===== src/bss_pkg.sv =====
// Shared types and constants for the bright spike soften 3x3 filter.
// Depends on nothing; the interfaces, the divider and the top level refer to it by scoped names.
`timescale 1ns / 1ps
`default_nettype none

package bss_pkg;

   // Field and register widths fixed by the interface.
   localparam int AO_W     = 16;
   localparam int FW_W     = 6;
   localparam int FH_W     = 12;
   localparam int GAP_W    = 16;
   localparam int SOFT_W   = 16;
   localparam int CSR_IDX_W = 2;
   localparam int CSR_DATA_W = 16;

   // Configuration register indexes.
   localparam logic [CSR_IDX_W-1:0] CSR_FRAME_WIDTH   = 2'd0;
   localparam logic [CSR_IDX_W-1:0] CSR_FRAME_HEIGHT  = 2'd1;
   localparam logic [CSR_IDX_W-1:0] CSR_SPIKE_GAP     = 2'd2;
   localparam logic [CSR_IDX_W-1:0] CSR_SOFTEN_AMOUNT = 2'd3;

   // Register reset values.
   localparam logic [FW_W-1:0]   FRAME_WIDTH_RST   = 6'd32;
   localparam logic [FH_W-1:0]   FRAME_HEIGHT_RST  = 12'd32;
   localparam logic [GAP_W-1:0]  SPIKE_GAP_RST     = 16'd5898;
   localparam logic [SOFT_W-1:0] SOFTEN_AMOUNT_RST = 16'd11469;

   // A flush emits one row plus one pixel, so the row is capped to keep it under 64.
   localparam int FLUSH_WIDTH_LIMIT = 62;

   // Q1.15 unity for the soften factor.
   localparam logic [SOFT_W-1:0] SOFT_ONE = 16'd32768;
   localparam int SOFT_SHIFT = 15;

   // Neighbourhood count (at most nine) and the divisor 2 * count.
   localparam int CNT_W = 4;
   localparam int DEN_W = 5;

   typedef enum logic [2:0] {
      S_IDLE,
      S_READ,
      S_LAST,
      S_MULT,
      S_DECIDE,
      S_DIV,
      S_SCALE,
      S_EMIT
   } state_type;

   typedef struct packed {
      logic busy;
      logic done;
   } div_status_type;

endpackage

`default_nettype wire


===== src/bss_if.sv =====
// Valid/ready channel interfaces for the request and response sides of the filter.
// Depends on bss_pkg for the payload widths.
`timescale 1ns / 1ps
`default_nettype none

interface bss_req_if;
   logic                     valid;
   logic                     ready;
   logic [bss_pkg::AO_W-1:0] ao_value;

   modport source (output valid, output ao_value, input ready);
   modport sink   (input valid, input ao_value, output ready);
endinterface

interface bss_rsp_if;
   logic                     valid;
   logic                     ready;
   logic [bss_pkg::AO_W-1:0] filtered_value;
   logic                     last_of_run;
   logic                     frame_done;

   modport source (output valid, output filtered_value, output last_of_run,
                   output frame_done, input ready);
   modport sink   (input valid, input filtered_value, input last_of_run,
                   input frame_done, output ready);
endinterface

`default_nettype wire


===== src/bss_line_store.sv =====
// Three-row line store: one write port and one read port with registered read data.
// Depends on nothing outside this file.
`timescale 1ns / 1ps
`default_nettype none

module bss_line_store #(
   parameter  int MAX_WIDTH  = 32,
   parameter  int VALUE_BITS = 16,
   localparam int DEPTH      = 3 * MAX_WIDTH,
   localparam int ADDR_W     = $clog2(DEPTH)
) (
   input  wire logic                  clock,
   input  wire logic                  wr_en,
   input  wire logic [ADDR_W-1:0]     wr_addr,
   input  wire logic [VALUE_BITS-1:0] wr_data,
   input  wire logic                  rd_en,
   input  wire logic [ADDR_W-1:0]     rd_addr,
   output logic      [VALUE_BITS-1:0] rd_data
);

   logic [VALUE_BITS-1:0] mem_ff [DEPTH];
   logic [VALUE_BITS-1:0] rd_data_ff;

   always_ff @(posedge clock) begin
      if (wr_en) begin
         mem_ff[wr_addr] <= wr_data;
      end
   end

   always_ff @(posedge clock) begin
      if (rd_en) begin
         rd_data_ff <= mem_ff[rd_addr];
      end
   end

   assign rd_data = rd_data_ff;

endmodule

`default_nettype wire


===== src/bss_divider.sv =====
// Restoring divider that produces one quotient bit per cycle.
// Depends on bss_pkg for the status struct.
`timescale 1ns / 1ps
`default_nettype none

module bss_divider #(
   parameter  int NUM_W = 21,
   parameter  int DEN_W = 5,
   localparam int CNT_W = $clog2(NUM_W + 1)
) (
   input  wire logic                   clock,
   input  wire logic                   reset,
   input  wire logic                   start,
   input  wire logic [NUM_W-1:0]       num,
   input  wire logic [DEN_W-1:0]       den,
   output logic      [NUM_W-1:0]       quot,
   output bss_pkg::div_status_type     status
);

   logic             busy_ff, busy_in;
   logic             done_ff, done_in;
   logic [CNT_W-1:0] cnt_ff, cnt_in;
   logic [NUM_W-1:0] acc_ff, acc_in;
   logic [DEN_W-1:0] rem_ff, rem_in;
   logic [DEN_W-1:0] den_ff, den_in;
   logic [DEN_W:0]   trial;
   logic             fits;

   always_comb begin
      trial   = {rem_ff, acc_ff[NUM_W-1]};
      fits    = trial >= {1'b0, den_ff};
      busy_in = busy_ff;
      done_in = 1'b0;
      cnt_in  = cnt_ff;
      acc_in  = acc_ff;
      rem_in  = rem_ff;
      den_in  = den_ff;
      if (start) begin
         busy_in = 1'b1;
         cnt_in  = CNT_W'(NUM_W);
         acc_in  = num;
         rem_in  = '0;
         den_in  = den;
      end else if (busy_ff) begin
         acc_in = {acc_ff[NUM_W-2:0], fits};
         rem_in = fits ? DEN_W'(trial - {1'b0, den_ff}) : DEN_W'(trial);
         cnt_in = cnt_ff - CNT_W'(1);
         if (cnt_ff == CNT_W'(1)) begin
            busy_in = 1'b0;
            done_in = 1'b1;
         end
      end
   end

   always_ff @(posedge clock) begin
      if (reset) begin
         busy_ff <= 1'b0;
         done_ff <= 1'b0;
         cnt_ff  <= '0;
      end else begin
         busy_ff <= busy_in;
         done_ff <= done_in;
         cnt_ff  <= cnt_in;
      end
   end

   always_ff @(posedge clock) begin
      acc_ff <= acc_in;
      rem_ff <= rem_in;
      den_ff <= den_in;
   end

   assign quot        = acc_ff;
   assign status.busy = busy_ff;
   assign status.done = done_ff;

endmodule

`default_nettype wire


===== src/bright_spike_soften_3x3.sv =====
// Top level of the 3x3 bright spike soften filter: registers, sequencer, arithmetic.
// Depends on bss_pkg, bss_if, bss_line_store and bss_divider.
//
// Usage: occlusion samples (Q1.15) arrive on req_chan in row order, one transfer per
// pixel. Each transfer is written into a three-row line store. Results leave on rsp_chan
// one row plus one pixel behind the input; the transfer of a frame's last pixel flushes
// every remaining result, and frame_done marks the frame's final pixel. last_of_run marks
// the final result caused by one request transfer.
// The csr_ port writes frame_width, frame_height, spike_gap and soften_amount by index;
// writing either geometry register restarts the frame. Write it only while idle.
// A filtered pixel issues its nine neighbour reads on the single line store read port,
// then goes through accumulation, multiply and decision, and then loads the output register.
// An outlier adds the bit-serial divider and a scaling step before the output. A request is
// accepted only in idle, so the block takes no new sample before the last one's results
// are loaded; a flush produces its results one after another.
// With width or height below 2 the block passes samples through, one per cycle while the receiver accepts them.
// Reset (synchronous, active high) restores the register defaults and clears the position
// counters; the line store is not cleared and is only read where written this frame.
// A stalled receiver holds the result in the output register; the sequencer waits for it
// to drain before loading the next result, and new requests wait in idle.
`timescale 1ns / 1ps
`default_nettype none

module bright_spike_soften_3x3 #(
   parameter int MAX_WIDTH  = 32,
   parameter int VALUE_BITS = 16
) (
   input  wire logic                              clock,
   input  wire logic                              reset,
   bss_req_if.sink                                req_chan,
   bss_rsp_if.source                              rsp_chan,
   input  wire logic                              csr_we,
   input  wire logic [bss_pkg::CSR_IDX_W-1:0]     csr_index,
   input  wire logic [bss_pkg::CSR_DATA_W-1:0]    csr_wdata
);

   localparam int VB     = VALUE_BITS;
   localparam int ADDR_W = $clog2(3 * MAX_WIDTH);
   localparam int SUM_W  = VB + bss_pkg::CNT_W;
   localparam int NUM_W  = VB + bss_pkg::CNT_W + 1;
   localparam int PROD_W = VB + bss_pkg::SOFT_W;
   localparam int CMP_W  = (VB > bss_pkg::GAP_W) ? VB : bss_pkg::GAP_W;
   localparam int WCAP   = (MAX_WIDTH < bss_pkg::FLUSH_WIDTH_LIMIT) ? MAX_WIDTH
                                                                   : bss_pkg::FLUSH_WIDTH_LIMIT;
   localparam int FW  = bss_pkg::FW_W;
   localparam int FH  = bss_pkg::FH_W;
   localparam int CW  = bss_pkg::CNT_W;

   // Configuration registers.
   logic [FW-1:0]                 frame_width_ff;
   logic [FH-1:0]                 frame_height_ff;
   logic [bss_pkg::GAP_W-1:0]     spike_gap_ff;
   logic [bss_pkg::SOFT_W-1:0]    soften_ff;
   logic                          geom_write;

   always_ff @(posedge clock) begin
      if (reset) begin
         frame_width_ff  <= bss_pkg::FRAME_WIDTH_RST;
         frame_height_ff <= bss_pkg::FRAME_HEIGHT_RST;
         spike_gap_ff    <= bss_pkg::SPIKE_GAP_RST;
         soften_ff       <= bss_pkg::SOFTEN_AMOUNT_RST;
      end else if (csr_we) begin
         unique case (csr_index)
            bss_pkg::CSR_FRAME_WIDTH:   frame_width_ff  <= csr_wdata[FW-1:0];
            bss_pkg::CSR_FRAME_HEIGHT:  frame_height_ff <= csr_wdata[FH-1:0];
            bss_pkg::CSR_SPIKE_GAP:     spike_gap_ff    <= csr_wdata;
            bss_pkg::CSR_SOFTEN_AMOUNT: soften_ff       <= csr_wdata;
         endcase
      end
   end

   assign geom_write = csr_we && (csr_index == bss_pkg::CSR_FRAME_WIDTH ||
                                  csr_index == bss_pkg::CSR_FRAME_HEIGHT);

   // Derived geometry.
   logic [FW-1:0]              eff_w;
   logic [FH-1:0]              eff_h;
   logic                       small_frame;
   logic [FW-1:0]              pass_w;
   logic [FH-1:0]              pass_h;
   logic [bss_pkg::SOFT_W-1:0] soft_sat;

   assign eff_w       = (frame_width_ff > FW'(WCAP)) ? FW'(WCAP) : frame_width_ff;
   assign eff_h       = frame_height_ff;
   assign small_frame = (eff_w < FW'(2)) || (eff_h < FH'(2));
   assign pass_w      = (eff_w == '0) ? FW'(1) : eff_w;
   assign pass_h      = (eff_h == '0) ? FH'(1) : eff_h;
   assign soft_sat    = (soften_ff > bss_pkg::SOFT_ONE) ? bss_pkg::SOFT_ONE : soften_ff;

   // Sequencer and position state.
   bss_pkg::state_type state_ff, state_in;
   logic          flush_ff, flush_in;
   logic [FW-1:0] in_col_ff, in_col_in;
   logic [FH-1:0] in_row_ff, in_row_in;
   logic [1:0]    in_ph_ff, in_ph_in;
   logic [FW-1:0] out_col_ff, out_col_in;
   logic [FH-1:0] out_row_ff, out_row_in;
   logic [1:0]    out_ph_ff, out_ph_in;
   logic [1:0]    sr_ff, sr_in;
   logic [1:0]    sc_ff, sc_in;
   logic          rd_pend_ff, rd_pend_in;
   logic          rd_center_ff, rd_center_in;

   // Accumulators and arithmetic.
   logic [SUM_W-1:0]  sum_ff;
   logic [CW-1:0]     cnt_ff;
   logic [VB-1:0]     dark_ff;
   logic [VB-1:0]     center_ff;
   logic [SUM_W-1:0]  cc_ff;
   logic [SUM_W-1:0]  dc_ff;
   logic              spike_ff, spike_in;
   logic [PROD_W-1:0] prod_ff;
   logic              acc_clear;

   // Output register.
   logic                     rsp_valid_ff;
   logic [bss_pkg::AO_W-1:0] rsp_value_ff, rsp_value_in;
   logic                     rsp_last_ff, rsp_last_in;
   logic                     rsp_done_ff, rsp_done_in;
   logic                     rsp_load;
   logic                     out_free;

   // Line store ports.
   logic              mem_wr_en;
   logic [ADDR_W-1:0] mem_wr_addr;
   logic              mem_rd_en;
   logic [ADDR_W-1:0] mem_rd_addr;
   logic [VB-1:0]     mem_rd_data;

   // Divider ports.
   logic                    div_start;
   logic [NUM_W-1:0]        div_num;
   logic [bss_pkg::DEN_W-1:0] div_den;
   logic [NUM_W-1:0]        div_quot;
   bss_pkg::div_status_type div_stat;

   // Working signals of the sequencer.
   logic          req_xfer;
   logic [VB-1:0] in_value;
   logic          restart;
   logic [FW-1:0] pos_col;
   logic [FH-1:0] pos_row;
   logic [1:0]    pos_ph;
   logic          in_is_last;
   logic          emit_one;
   logic [FW-1:0] sm_col;
   logic [FH-1:0] sm_row;
   logic          sm_last;
   logic          row_ok;
   logic          col_ok;
   logic [1:0]    rd_ph;
   logic [FW-1:0] rd_col;
   logic          out_fin;
   logic [VB-1:0] target;
   logic [VB-1:0] result;

   assign out_free       = !rsp_valid_ff || rsp_chan.ready;
   assign req_chan.ready = (state_ff == bss_pkg::S_IDLE) && (!small_frame || out_free);
   assign req_xfer       = req_chan.valid && req_chan.ready;
   assign in_value       = VB'(req_chan.ao_value);

   assign target  = VB'(div_quot);
   assign result  = spike_ff ? VB'(center_ff - VB'(prod_ff >> bss_pkg::SOFT_SHIFT)) : center_ff;
   assign out_fin = (out_row_ff == eff_h - FH'(1)) && (out_col_ff == eff_w - FW'(1));

   // Neighbour address of the current read slot, and whether the slot lies in the frame.
   always_comb begin
      unique case (sr_ff)
         2'd0:    begin
            row_ok = out_row_ff != '0;
            rd_ph  = (out_ph_ff == 2'd0) ? 2'd2 : 2'(out_ph_ff - 2'd1);
         end
         2'd2:    begin
            row_ok = out_row_ff != eff_h - FH'(1);
            rd_ph  = (out_ph_ff == 2'd2) ? 2'd0 : 2'(out_ph_ff + 2'd1);
         end
         default: begin
            row_ok = 1'b1;
            rd_ph  = out_ph_ff;
         end
      endcase
      unique case (sc_ff)
         2'd0:    begin
            col_ok = out_col_ff != '0;
            rd_col = FW'(out_col_ff - FW'(1));
         end
         2'd2:    begin
            col_ok = out_col_ff != eff_w - FW'(1);
            rd_col = FW'(out_col_ff + FW'(1));
         end
         default: begin
            col_ok = 1'b1;
            rd_col = out_col_ff;
         end
      endcase
   end

   assign mem_rd_addr = ADDR_W'(ADDR_W'(rd_ph) * ADDR_W'(MAX_WIDTH) + ADDR_W'(rd_col));
   assign mem_wr_addr = ADDR_W'(ADDR_W'(pos_ph) * ADDR_W'(MAX_WIDTH) + ADDR_W'(pos_col));

   // Input position after the restart check of a normal frame, and the pass-through position.
   always_comb begin
      restart    = (in_col_ff >= eff_w) || (in_row_ff >= eff_h);
      pos_col    = restart ? '0 : in_col_ff;
      pos_row    = restart ? '0 : in_row_ff;
      pos_ph     = restart ? '0 : in_ph_ff;
      in_is_last = (pos_col == eff_w - FW'(1)) && (pos_row == eff_h - FH'(1));
      emit_one   = (pos_row >= FH'(2)) || ((pos_row == FH'(1)) && (pos_col >= FW'(1)));
      sm_col     = (in_col_ff >= pass_w) ? '0 : in_col_ff;
      sm_row     = (in_row_ff >= pass_h) ? '0 : in_row_ff;
      sm_last    = (sm_col == pass_w - FW'(1)) && (sm_row == pass_h - FH'(1));
   end

   // Next state and outputs of the sequencer.
   always_comb begin
      state_in     = state_ff;
      flush_in     = flush_ff;
      in_col_in    = in_col_ff;
      in_row_in    = in_row_ff;
      in_ph_in     = in_ph_ff;
      out_col_in   = out_col_ff;
      out_row_in   = out_row_ff;
      out_ph_in    = out_ph_ff;
      sr_in        = sr_ff;
      sc_in        = sc_ff;
      rd_pend_in   = 1'b0;
      rd_center_in = 1'b0;
      spike_in     = spike_ff;
      acc_clear    = 1'b0;
      mem_wr_en    = 1'b0;
      mem_rd_en    = 1'b0;
      div_start    = 1'b0;
      rsp_load     = 1'b0;
      rsp_value_in = rsp_value_ff;
      rsp_last_in  = rsp_last_ff;
      rsp_done_in  = rsp_done_ff;

      unique case (state_ff)
         bss_pkg::S_IDLE: begin
            if (req_xfer && small_frame) begin
               // Pass-through frame: one result per transfer, straight out.
               rsp_load     = 1'b1;
               rsp_value_in = bss_pkg::AO_W'(in_value);
               rsp_last_in  = 1'b1;
               rsp_done_in  = sm_last;
               if (FW'(sm_col + FW'(1)) >= pass_w) begin
                  in_col_in = '0;
                  in_row_in = (FH'(sm_row + FH'(1)) >= pass_h) ? '0 : FH'(sm_row + FH'(1));
               end else begin
                  in_col_in = FW'(sm_col + FW'(1));
                  in_row_in = sm_row;
               end
               in_ph_in   = '0;
               out_col_in = '0;
               out_row_in = '0;
               out_ph_in  = '0;
            end else if (req_xfer) begin
               mem_wr_en = 1'b1;
               if (restart) begin
                  out_col_in = '0;
                  out_row_in = '0;
                  out_ph_in  = '0;
               end
               sr_in     = '0;
               sc_in     = '0;
               acc_clear = 1'b1;
               if (in_is_last) begin
                  // The frame's last pixel: flush everything still pending.
                  flush_in  = 1'b1;
                  state_in  = bss_pkg::S_READ;
                  in_col_in = '0;
                  in_row_in = '0;
                  in_ph_in  = '0;
               end else begin
                  flush_in = 1'b0;
                  if (emit_one) begin
                     state_in = bss_pkg::S_READ;
                  end
                  if (pos_col == eff_w - FW'(1)) begin
                     in_col_in = '0;
                     in_row_in = FH'(pos_row + FH'(1));
                     in_ph_in  = (pos_ph == 2'd2) ? 2'd0 : 2'(pos_ph + 2'd1);
                  end else begin
                     in_col_in = FW'(pos_col + FW'(1));
                     in_row_in = pos_row;
                     in_ph_in  = pos_ph;
                  end
               end
            end
         end
         bss_pkg::S_READ: begin
            mem_rd_en    = row_ok && col_ok;
            rd_pend_in   = row_ok && col_ok;
            rd_center_in = (sr_ff == 2'd1) && (sc_ff == 2'd1);
            if (sc_ff == 2'd2) begin
               sc_in = '0;
               sr_in = 2'(sr_ff + 2'd1);
               if (sr_ff == 2'd2) begin
                  state_in = bss_pkg::S_LAST;
               end
            end else begin
               sc_in = 2'(sc_ff + 2'd1);
            end
         end
         bss_pkg::S_LAST: begin
            state_in = bss_pkg::S_MULT;
         end
         bss_pkg::S_MULT: begin
            state_in = bss_pkg::S_DECIDE;
         end
         bss_pkg::S_DECIDE: begin
            spike_in = (soft_sat != '0) &&
                       (CMP_W'(VB'(center_ff - dark_ff)) > CMP_W'(spike_gap_ff)) &&
                       (cc_ff > sum_ff);
            if (spike_in) begin
               div_start = 1'b1;
               state_in  = bss_pkg::S_DIV;
            end else begin
               state_in = bss_pkg::S_EMIT;
            end
         end
         bss_pkg::S_DIV: begin
            if (div_stat.done) begin
               state_in = bss_pkg::S_SCALE;
            end
         end
         bss_pkg::S_SCALE: begin
            state_in = bss_pkg::S_EMIT;
         end
         bss_pkg::S_EMIT: begin
            if (out_free) begin
               rsp_load     = 1'b1;
               rsp_value_in = bss_pkg::AO_W'(result);
               rsp_last_in  = flush_ff ? out_fin : 1'b1;
               rsp_done_in  = flush_ff && out_fin;
               if (out_col_ff == eff_w - FW'(1)) begin
                  out_col_in = '0;
                  out_row_in = FH'(out_row_ff + FH'(1));
                  out_ph_in  = (out_ph_ff == 2'd2) ? 2'd0 : 2'(out_ph_ff + 2'd1);
               end else begin
                  out_col_in = FW'(out_col_ff + FW'(1));
               end
               if (flush_ff && !out_fin) begin
                  state_in  = bss_pkg::S_READ;
                  sr_in     = '0;
                  sc_in     = '0;
                  acc_clear = 1'b1;
               end else begin
                  state_in = bss_pkg::S_IDLE;
                  if (flush_ff) begin
                     out_col_in = '0;
                     out_row_in = '0;
                     out_ph_in  = '0;
                  end
               end
            end
         end
      endcase
   end

   always_ff @(posedge clock) begin
      if (reset || geom_write) begin
         state_ff   <= bss_pkg::S_IDLE;
         flush_ff   <= 1'b0;
         in_col_ff  <= '0;
         in_row_ff  <= '0;
         in_ph_ff   <= '0;
         out_col_ff <= '0;
         out_row_ff <= '0;
         out_ph_ff  <= '0;
         sr_ff      <= '0;
         sc_ff      <= '0;
         rd_pend_ff <= 1'b0;
      end else begin
         state_ff   <= state_in;
         flush_ff   <= flush_in;
         in_col_ff  <= in_col_in;
         in_row_ff  <= in_row_in;
         in_ph_ff   <= in_ph_in;
         out_col_ff <= out_col_in;
         out_row_ff <= out_row_in;
         out_ph_ff  <= out_ph_in;
         sr_ff      <= sr_in;
         sc_ff      <= sc_in;
         rd_pend_ff <= rd_pend_in;
      end
   end

   // Window accumulation, centre products and scaling: read data arrives in the cycle after its slot was issued.
   always_ff @(posedge clock) begin
      rd_center_ff <= rd_center_in;
      spike_ff     <= spike_in;
      if (acc_clear) begin
         sum_ff  <= '0;
         cnt_ff  <= '0;
         dark_ff <= '1;
      end else if (rd_pend_ff) begin
         sum_ff  <= SUM_W'(sum_ff + SUM_W'(mem_rd_data));
         cnt_ff  <= CW'(cnt_ff + CW'(1));
         dark_ff <= (mem_rd_data < dark_ff) ? mem_rd_data : dark_ff;
      end
      if (rd_pend_ff && rd_center_ff) begin
         center_ff <= mem_rd_data;
      end
      if (state_ff == bss_pkg::S_MULT) begin
         cc_ff <= SUM_W'(center_ff * cnt_ff);
         dc_ff <= SUM_W'(dark_ff * cnt_ff);
      end
      if (state_ff == bss_pkg::S_SCALE) begin
         prod_ff <= PROD_W'(VB'(center_ff - target) * soft_sat);
      end
   end

   assign div_num = NUM_W'(sum_ff) + NUM_W'(dc_ff);
   assign div_den = {cnt_ff, 1'b0};

   // Output register.
   always_ff @(posedge clock) begin
      if (reset) begin
         rsp_valid_ff <= 1'b0;
      end else if (rsp_load) begin
         rsp_valid_ff <= 1'b1;
      end else if (rsp_chan.ready) begin
         rsp_valid_ff <= 1'b0;
      end
   end

   always_ff @(posedge clock) begin
      rsp_value_ff <= rsp_value_in;
      rsp_last_ff  <= rsp_last_in;
      rsp_done_ff  <= rsp_done_in;
   end

   assign rsp_chan.valid          = rsp_valid_ff;
   assign rsp_chan.filtered_value = rsp_value_ff;
   assign rsp_chan.last_of_run    = rsp_last_ff;
   assign rsp_chan.frame_done     = rsp_done_ff;

   bss_line_store #(
      .MAX_WIDTH  (MAX_WIDTH),
      .VALUE_BITS (VALUE_BITS)
   ) u_line_store (
      .clock   (clock),
      .wr_en   (mem_wr_en),
      .wr_addr (mem_wr_addr),
      .wr_data (in_value),
      .rd_en   (mem_rd_en),
      .rd_addr (mem_rd_addr),
      .rd_data (mem_rd_data)
   );

   bss_divider #(
      .NUM_W (NUM_W),
      .DEN_W (bss_pkg::DEN_W)
   ) u_divider (
      .clock  (clock),
      .reset  (reset),
      .start  (div_start),
      .num    (div_num),
      .den    (div_den),
      .quot   (div_quot),
      .status (div_stat)
   );

   // The line store never sees a write and a read in the same cycle.
   assert property (@(posedge clock) disable iff (reset) !(mem_wr_en && mem_rd_en))
      else $error("line store written and read in one cycle");

   // The divider only finishes while the sequencer waits for it.
   assert property (@(posedge clock) disable iff (reset)
      div_stat.done |-> state_ff == bss_pkg::S_DIV)
      else $error("divider finished outside its wait state");

   // A new result only appears after an idle pass-through or an emit step.
   assert property (@(posedge clock) disable iff (reset)
      $rose(rsp_valid_ff) |-> ($past(state_ff) == bss_pkg::S_IDLE ||
                               $past(state_ff) == bss_pkg::S_EMIT))
      else $error("result loaded from an unexpected state");

   // Request transfers are taken only while the sequencer is idle and the divider is not busy.
   assert property (@(posedge clock) disable iff (reset)
      req_xfer |-> (state_ff == bss_pkg::S_IDLE) && !div_stat.busy)
      else $error("request accepted while a pixel is in progress");

endmodule

`default_nettype wire

===== src/flat_wrapper.sv =====
// flat-port wrapper written by rule: the top's interface ports become plain ports
module bright_spike_soften_3x3_flat 
#(
   parameter int MAX_WIDTH  = 32,
   parameter int VALUE_BITS = 16
)
  (clock, reset, csr_we, csr_index, csr_wdata, req_chan_valid, req_chan_ao_value, req_chan_ready, rsp_chan_valid, rsp_chan_filtered_value, rsp_chan_last_of_run, rsp_chan_frame_done, rsp_chan_ready);
  bss_req_if req_chan_i ();
  bss_rsp_if rsp_chan_i ();
  input  wire logic clock;
  input  wire logic reset;
  input  wire logic csr_we;
  input  wire logic [bss_pkg::CSR_IDX_W-1:0] csr_index;
  input  wire logic [bss_pkg::CSR_DATA_W-1:0] csr_wdata;
  input wire logic [$bits(req_chan_i.valid)-1:0] req_chan_valid;
  input wire logic [$bits(req_chan_i.ao_value)-1:0] req_chan_ao_value;
  output wire logic [$bits(req_chan_i.ready)-1:0] req_chan_ready;
  output wire logic [$bits(rsp_chan_i.valid)-1:0] rsp_chan_valid;
  output wire logic [$bits(rsp_chan_i.filtered_value)-1:0] rsp_chan_filtered_value;
  output wire logic [$bits(rsp_chan_i.last_of_run)-1:0] rsp_chan_last_of_run;
  output wire logic [$bits(rsp_chan_i.frame_done)-1:0] rsp_chan_frame_done;
  input wire logic [$bits(rsp_chan_i.ready)-1:0] rsp_chan_ready;
  assign req_chan_i.valid = req_chan_valid;
  assign req_chan_i.ao_value = req_chan_ao_value;
  assign req_chan_ready = req_chan_i.ready;
  assign rsp_chan_valid = rsp_chan_i.valid;
  assign rsp_chan_filtered_value = rsp_chan_i.filtered_value;
  assign rsp_chan_last_of_run = rsp_chan_i.last_of_run;
  assign rsp_chan_frame_done = rsp_chan_i.frame_done;
  assign rsp_chan_i.ready = rsp_chan_ready;
  bright_spike_soften_3x3 #(.MAX_WIDTH(MAX_WIDTH), .VALUE_BITS(VALUE_BITS)) u_core (.clock(clock), .reset(reset), .req_chan(req_chan_i), .rsp_chan(rsp_chan_i), .csr_we(csr_we), .csr_index(csr_index), .csr_wdata(csr_wdata));
endmodule

===== config.mk =====
export PLATFORM = sky130hd
export DESIGN_NAME = bright_spike_soften_3x3_flat
export DESIGN_NICKNAME = d
export VERILOG_FILES = /design/src/bss_pkg.sv /design/src/bss_if.sv /design/src/bss_line_store.sv /design/src/bss_divider.sv /design/src/bright_spike_soften_3x3.sv /design/src/flat_wrapper.sv
export SDC_FILE = /design/constraint.sdc
export NUM_CORES = 2
export LEC_CHECK = 0
export BUFFER_PORTS_ARGS = -buffer_cell sky130_fd_sc_hd__buf_2
export CORE_ASPECT_RATIO = 0.6
export CORE_MARGIN = 2
export CORE_UTILIZATION = 40
export CTS_CLUSTER_DIAMETER = 60
export CTS_CLUSTER_SIZE = 20
export DETAILED_ROUTE_END_ITERATION = 6
export HOLD_SLACK_MARGIN = 0.05
export SKIP_CTS_REPAIR_TIMING = 1
export SYNTH_ARGS = -nofsm -noshare
export SYNTH_HDL_FRONTEND = slang
export SYNTH_HIERARCHICAL = 1
export SYNTH_SLANG_ARGS = --single-unit

===== constraint.sdc =====
create_clock -name clock -period 9.2 [get_ports clock]
set_input_delay 0.92 -clock clock [delete_from_list [all_inputs] [get_ports clock]]
set_output_delay 0.92 -clock clock [all_outputs]
set_load 0.05 [all_outputs]

After elaboration in Yosys (flattened, before gate mapping)
Memory sizes are Yosys's and may differ from the RTL's. A register that Yosys moved wholly into a read port is not among the register bits.
Cells that the tools add are included.
W data, S select, Z words.
- add/subtract/negate cells: 26
- multiply operators: 3
- $lt $le $gt $ge: 16
- equality and inequality tests: 37
- muxes and demuxes: 111
- bitwise logic cells: 2
- reductions and logical operators: 54
- operator list (operator ; count):
    $mux W12 ; 16
    $mux W6 ; 16
    $mux W16 ; 4
    $sub A16 B16 Y16 ; 3
    $mux W2 ; 22
    $mux W21 ; 2
    $mul A16 B4 Y20 ; 2
    $add A12 B1 Y12 const B ; 3
    $eq A12 B12 Y1 ; 3
    $ge A12 B12 Y1 ; 3
    $pmux W16 S2 ; 1
    $mul A16 B16 Y31 ; 1
    $mux W1 ; 25
    $mux W3 ; 8
    $pmux W12 S2 ; 1
    $pmux W3 S8 ; 1
    $pmux W6 S2 ; 2
    $sub A12 B1 Y12 const B ; 2
    $add A20 B20 Y21 ; 1
    $add A20 B16 Y20 ; 1
    $gt A20 B20 Y1 ; 1
    $add A6 B1 Y6 const B ; 3
    $eq A6 B6 Y1 ; 3
    $ge A6 B6 Y1 ; 3
    other kinds (54) ; 122
- bits in registers: 284
- RAM bits: 1536
- input bits: 39
- output and inout port bits: 20
- word-level logic and storage cells: 285
- memories: 1
- memory list (name ; words ; bits a word ; rd ports ; clocked after memory_dff ; write ports ; RTL line ; source):
    u_core.u_line_store.mem_ff ; 96 ; 16 ; 1 ; 1 ; 1 ; bss_line_store.sv:21 ; logic [VALUE_BITS-1:0] mem_ff [DEPTH];

Depth between registers and ports, before layout
- word-level depth: 13
- depth in mapped cells: 37
- mapped depth without buffers: 36

Modules after synthesis
Netlist, hierarchy kept.
- modules (own cells, without submodules) (module ; instances ; cells an instance ; area each (um2) ; seq. area each (um2)):
    bss_line_store ; 1 ; 2621 ; 59299.4 ; 46604.7
    bright_spike_soften_3x3 ; 1 ; 3433 ; 28557.4 ; 5555.3
    bss_divider ; 1 ; 137 ; 1796.7 ; 1021.0

Worst setup path before layout
No wires, ideal clock.
- path type: reg-to-reg
- from: reg u_core.center_ff[1]
- to: reg u_core.prod_ff[30], data pin
- library setup time: 258 ps
- arrival time: 8098 ps
- required time: 8942 ps
- slack: 844 ps
- stages on the path, launching flop included: 34
- buffers on the path: 1
- clock period less this slack: 8356 ps
- cell sequence: edfxtp_1 > inv_1 > fa_1 > nor2b_1 > o21ai_0 > a21boi_0 > o21ai_0 > a21boi_0 > o21ai_0 > a21oi_1 > o41a_1 > xor2_1 > clkbuf_1 > nand2_1 > fa_1 > fa_1 > inv_1 > fa_1 > fa_1 > fa_1 > inv_1 > fa_1 > inv_1 > ha_1 > a21oi_1 > nor2_1 > a31oi_1 > nand3_1 > a31oi_1 > nor2b_1 > or4_1 > a31oi_1 > xnor2_1 > xnor2_1
- longest elaborated chain between the ends: 2
- ends and longest elaborated chain (item ; RTL line ; source):
    start, declared ; bright_spike_soften_3x3.sv:108 ; logic [VB-1:0] center_ff;
    start signal, assigned ; bright_spike_soften_3x3.sv:403 ; center_ff <= mem_rd_data;
    $sub A16 B16 Y16 ; bright_spike_soften_3x3.sv:410 ; prod_ff <= PROD_W'(VB'(center_ff - target) * soft_sat);
    $mul A16 B16 Y31 ; bright_spike_soften_3x3.sv:410 ;
    end signal, assigned ; bright_spike_soften_3x3.sv:410 ;
    end, declared ; bright_spike_soften_3x3.sv:112 ; logic [PROD_W-1:0] prod_ff;
No other way between the ends.
A chain may end at the register's enable or synchronous reset.

Final worst setup path
- from: reg u_core.center_ff[0]
- to: reg u_core.prod_ff[30], data pin
The elaborated chain is that of the path after synthesis.

==> results.tsv <==
metric	value	unit
final_nets	6981	
finalCritPeriodShare	0.950	
synth_nets	6841	
wl_met1	119	mm
crit_path_start_kind	flip-flop	
timing.rr.end	u_core/prod_ff[30]	
endpoint_kind	flip-flop	
ant_nets	0	
path_common_cell	fa_1	
finalCriticalPeriod	8740	ps
finalSetupViolCount	0	
wl_met3	32.5	mm
cts_tree	yes	
core	222000	µm²
drv_cap	0	
synthCells	6190	
port-buffer-count	58	
cp_slowest_cell	fa_1	
viasPerCell	5.71	
final-hold-violation-count	0	
max-clock-path-buffers	3	
grt_pass1_wl	363	mm
rrSetupSlack	460	ps
ff2ff_path_depth	35	
cpPeakStageDelay	550	ps
die_x	615	µm
wirelength	251	mm
numCtsBuffers	112	
fin_area	97900	µm²
wire_per_inst	26.8	µm
grt_max_degree	132	
antenna_found_initial	15	
critPathKind	flip-flop to flip-flop	
arrival	9200	ps
tightestPinTransition	1360	ps
status	finished, final reports clean	
syn_to_final_growth	9.21	%
utilization	0.440	
min_path_cells	3	
io-pin-count	59	
min_from	csr_wdata[15]	
grt_usage	0.218	
initialDrtViolationCount	6848	
syn_avg_cell_area	14.5	µm²
final_common_cell	edfxtp_1	
h-tree-depth	3	
p_leak	0.0355	µW
synth_area	89600	µm²
drt_pre_antenna_iters	6	
first_global_vias	51445	
met2_length	95.7	mm
path_clk_slew	90	ps
power_density	170	nW/µm²
initial_utilization	0.403	
root_buffer	clkbuf_16	
worst-path-max-fanout	8	
clk_latency	790	ps
hold_path_class	input pin to flip-flop	
synth_warnings	6	
routed.top_layer	met5	
dpl-instance-area	94500	µm²
r2r_start	u_core/center_ff[0]	
post-route-drc-count	0	
relSlewSlack	0.0915	
cts.sinks	1822	
cp_top_family	adder cells	
rsz0062_at_grt	false	
vias	53508	
skew	83.1	ps
crit_required	9660	ps
drive_gt1_frac	0.144	
rows	134	
slew_viol_final	0	
gp_congestion	0.904	
fmax	114	MHz
final_cell_mix	edfxtp_1, nand2_1, inv_1, nor2_1, mux4_2	
grt_overflow	0	
worstSetupStartpoint	u_core/center_ff[0]	
place_hpwl	174	mm
final.setup.tns	0	ps
die_h	371	µm
design_power_total	16600	µW
worst_hold_path.endpoint	u_core/spike_gap_ff[15]	
die_area	228000	µm²
vdd_drop_max	0.221	mV
path_buf_inv	6	
-- per-layer routing --
layer	vias to the layer above	global-route usage
met5	-	0.00207
met4	2	0.0327
met3	228	0.0742
met2	2500	0.278
met1	27594	0.353
li1	23184	-
-- cell type report --
class                   instances  area, µm²
fillers                     19836     125000
flip-flops and latches       1822      53200
multi-input cells            3619      33600
well taps                    2992       3740
clock buffers                 117       2820
repair buffers                295       2180
inverters                     480       1800
clock inverters                35        524
diodes                          3       7.51
-- sequential cells by signal, indices dropped and copies added (netlist names), 20 cells and up --
name	count
u_core/u_divider/quot	21
u_core/cc_ff	20
u_core/sum_ff	20
u_core/dc_ff	20
u_core/u_line_store/mem_ff	1536
-- worst max path at each step --
stage / cells past startpoint / to
global placement: 34 / u_core/prod_ff[30]
finish: 35 / u_core/prod_ff[30]
detailed placement: 34 / u_core/prod_ff[30]
global route: 31 / u_core/prod_ff[30]
floorplan: 33 / u_core/prod_ff[30]
CTS: 34 / u_core/prod_ff[30]
-- worst min-delay path, delay by kind of cell --
family / cells / cell delay (ps)
buffers and inverters: 1 / 120
AND/OR/NAND/NOR: 1 / 50
AO/OA/AOI/OAI: 1 / 50
-- power breakdown --
group	internal, µW	leakage (µW)	switching (µW)
sequential	9120	0.0163	25.3
clock	2330	0.00162	2840
combinational	840	0.0176	1450
-- metrics by stage --
step                      worst slack [ps]  std cells  hold slack [ps]
final                                  461       9363              396
after global routing                  4.05       9361              367
after CTS                             62.1       9359              348
after detailed placement               189       9207              452
after global placement                 245       9207              451
after floorplan                        844       6190              406
Power figures use the tool's default switching activity.
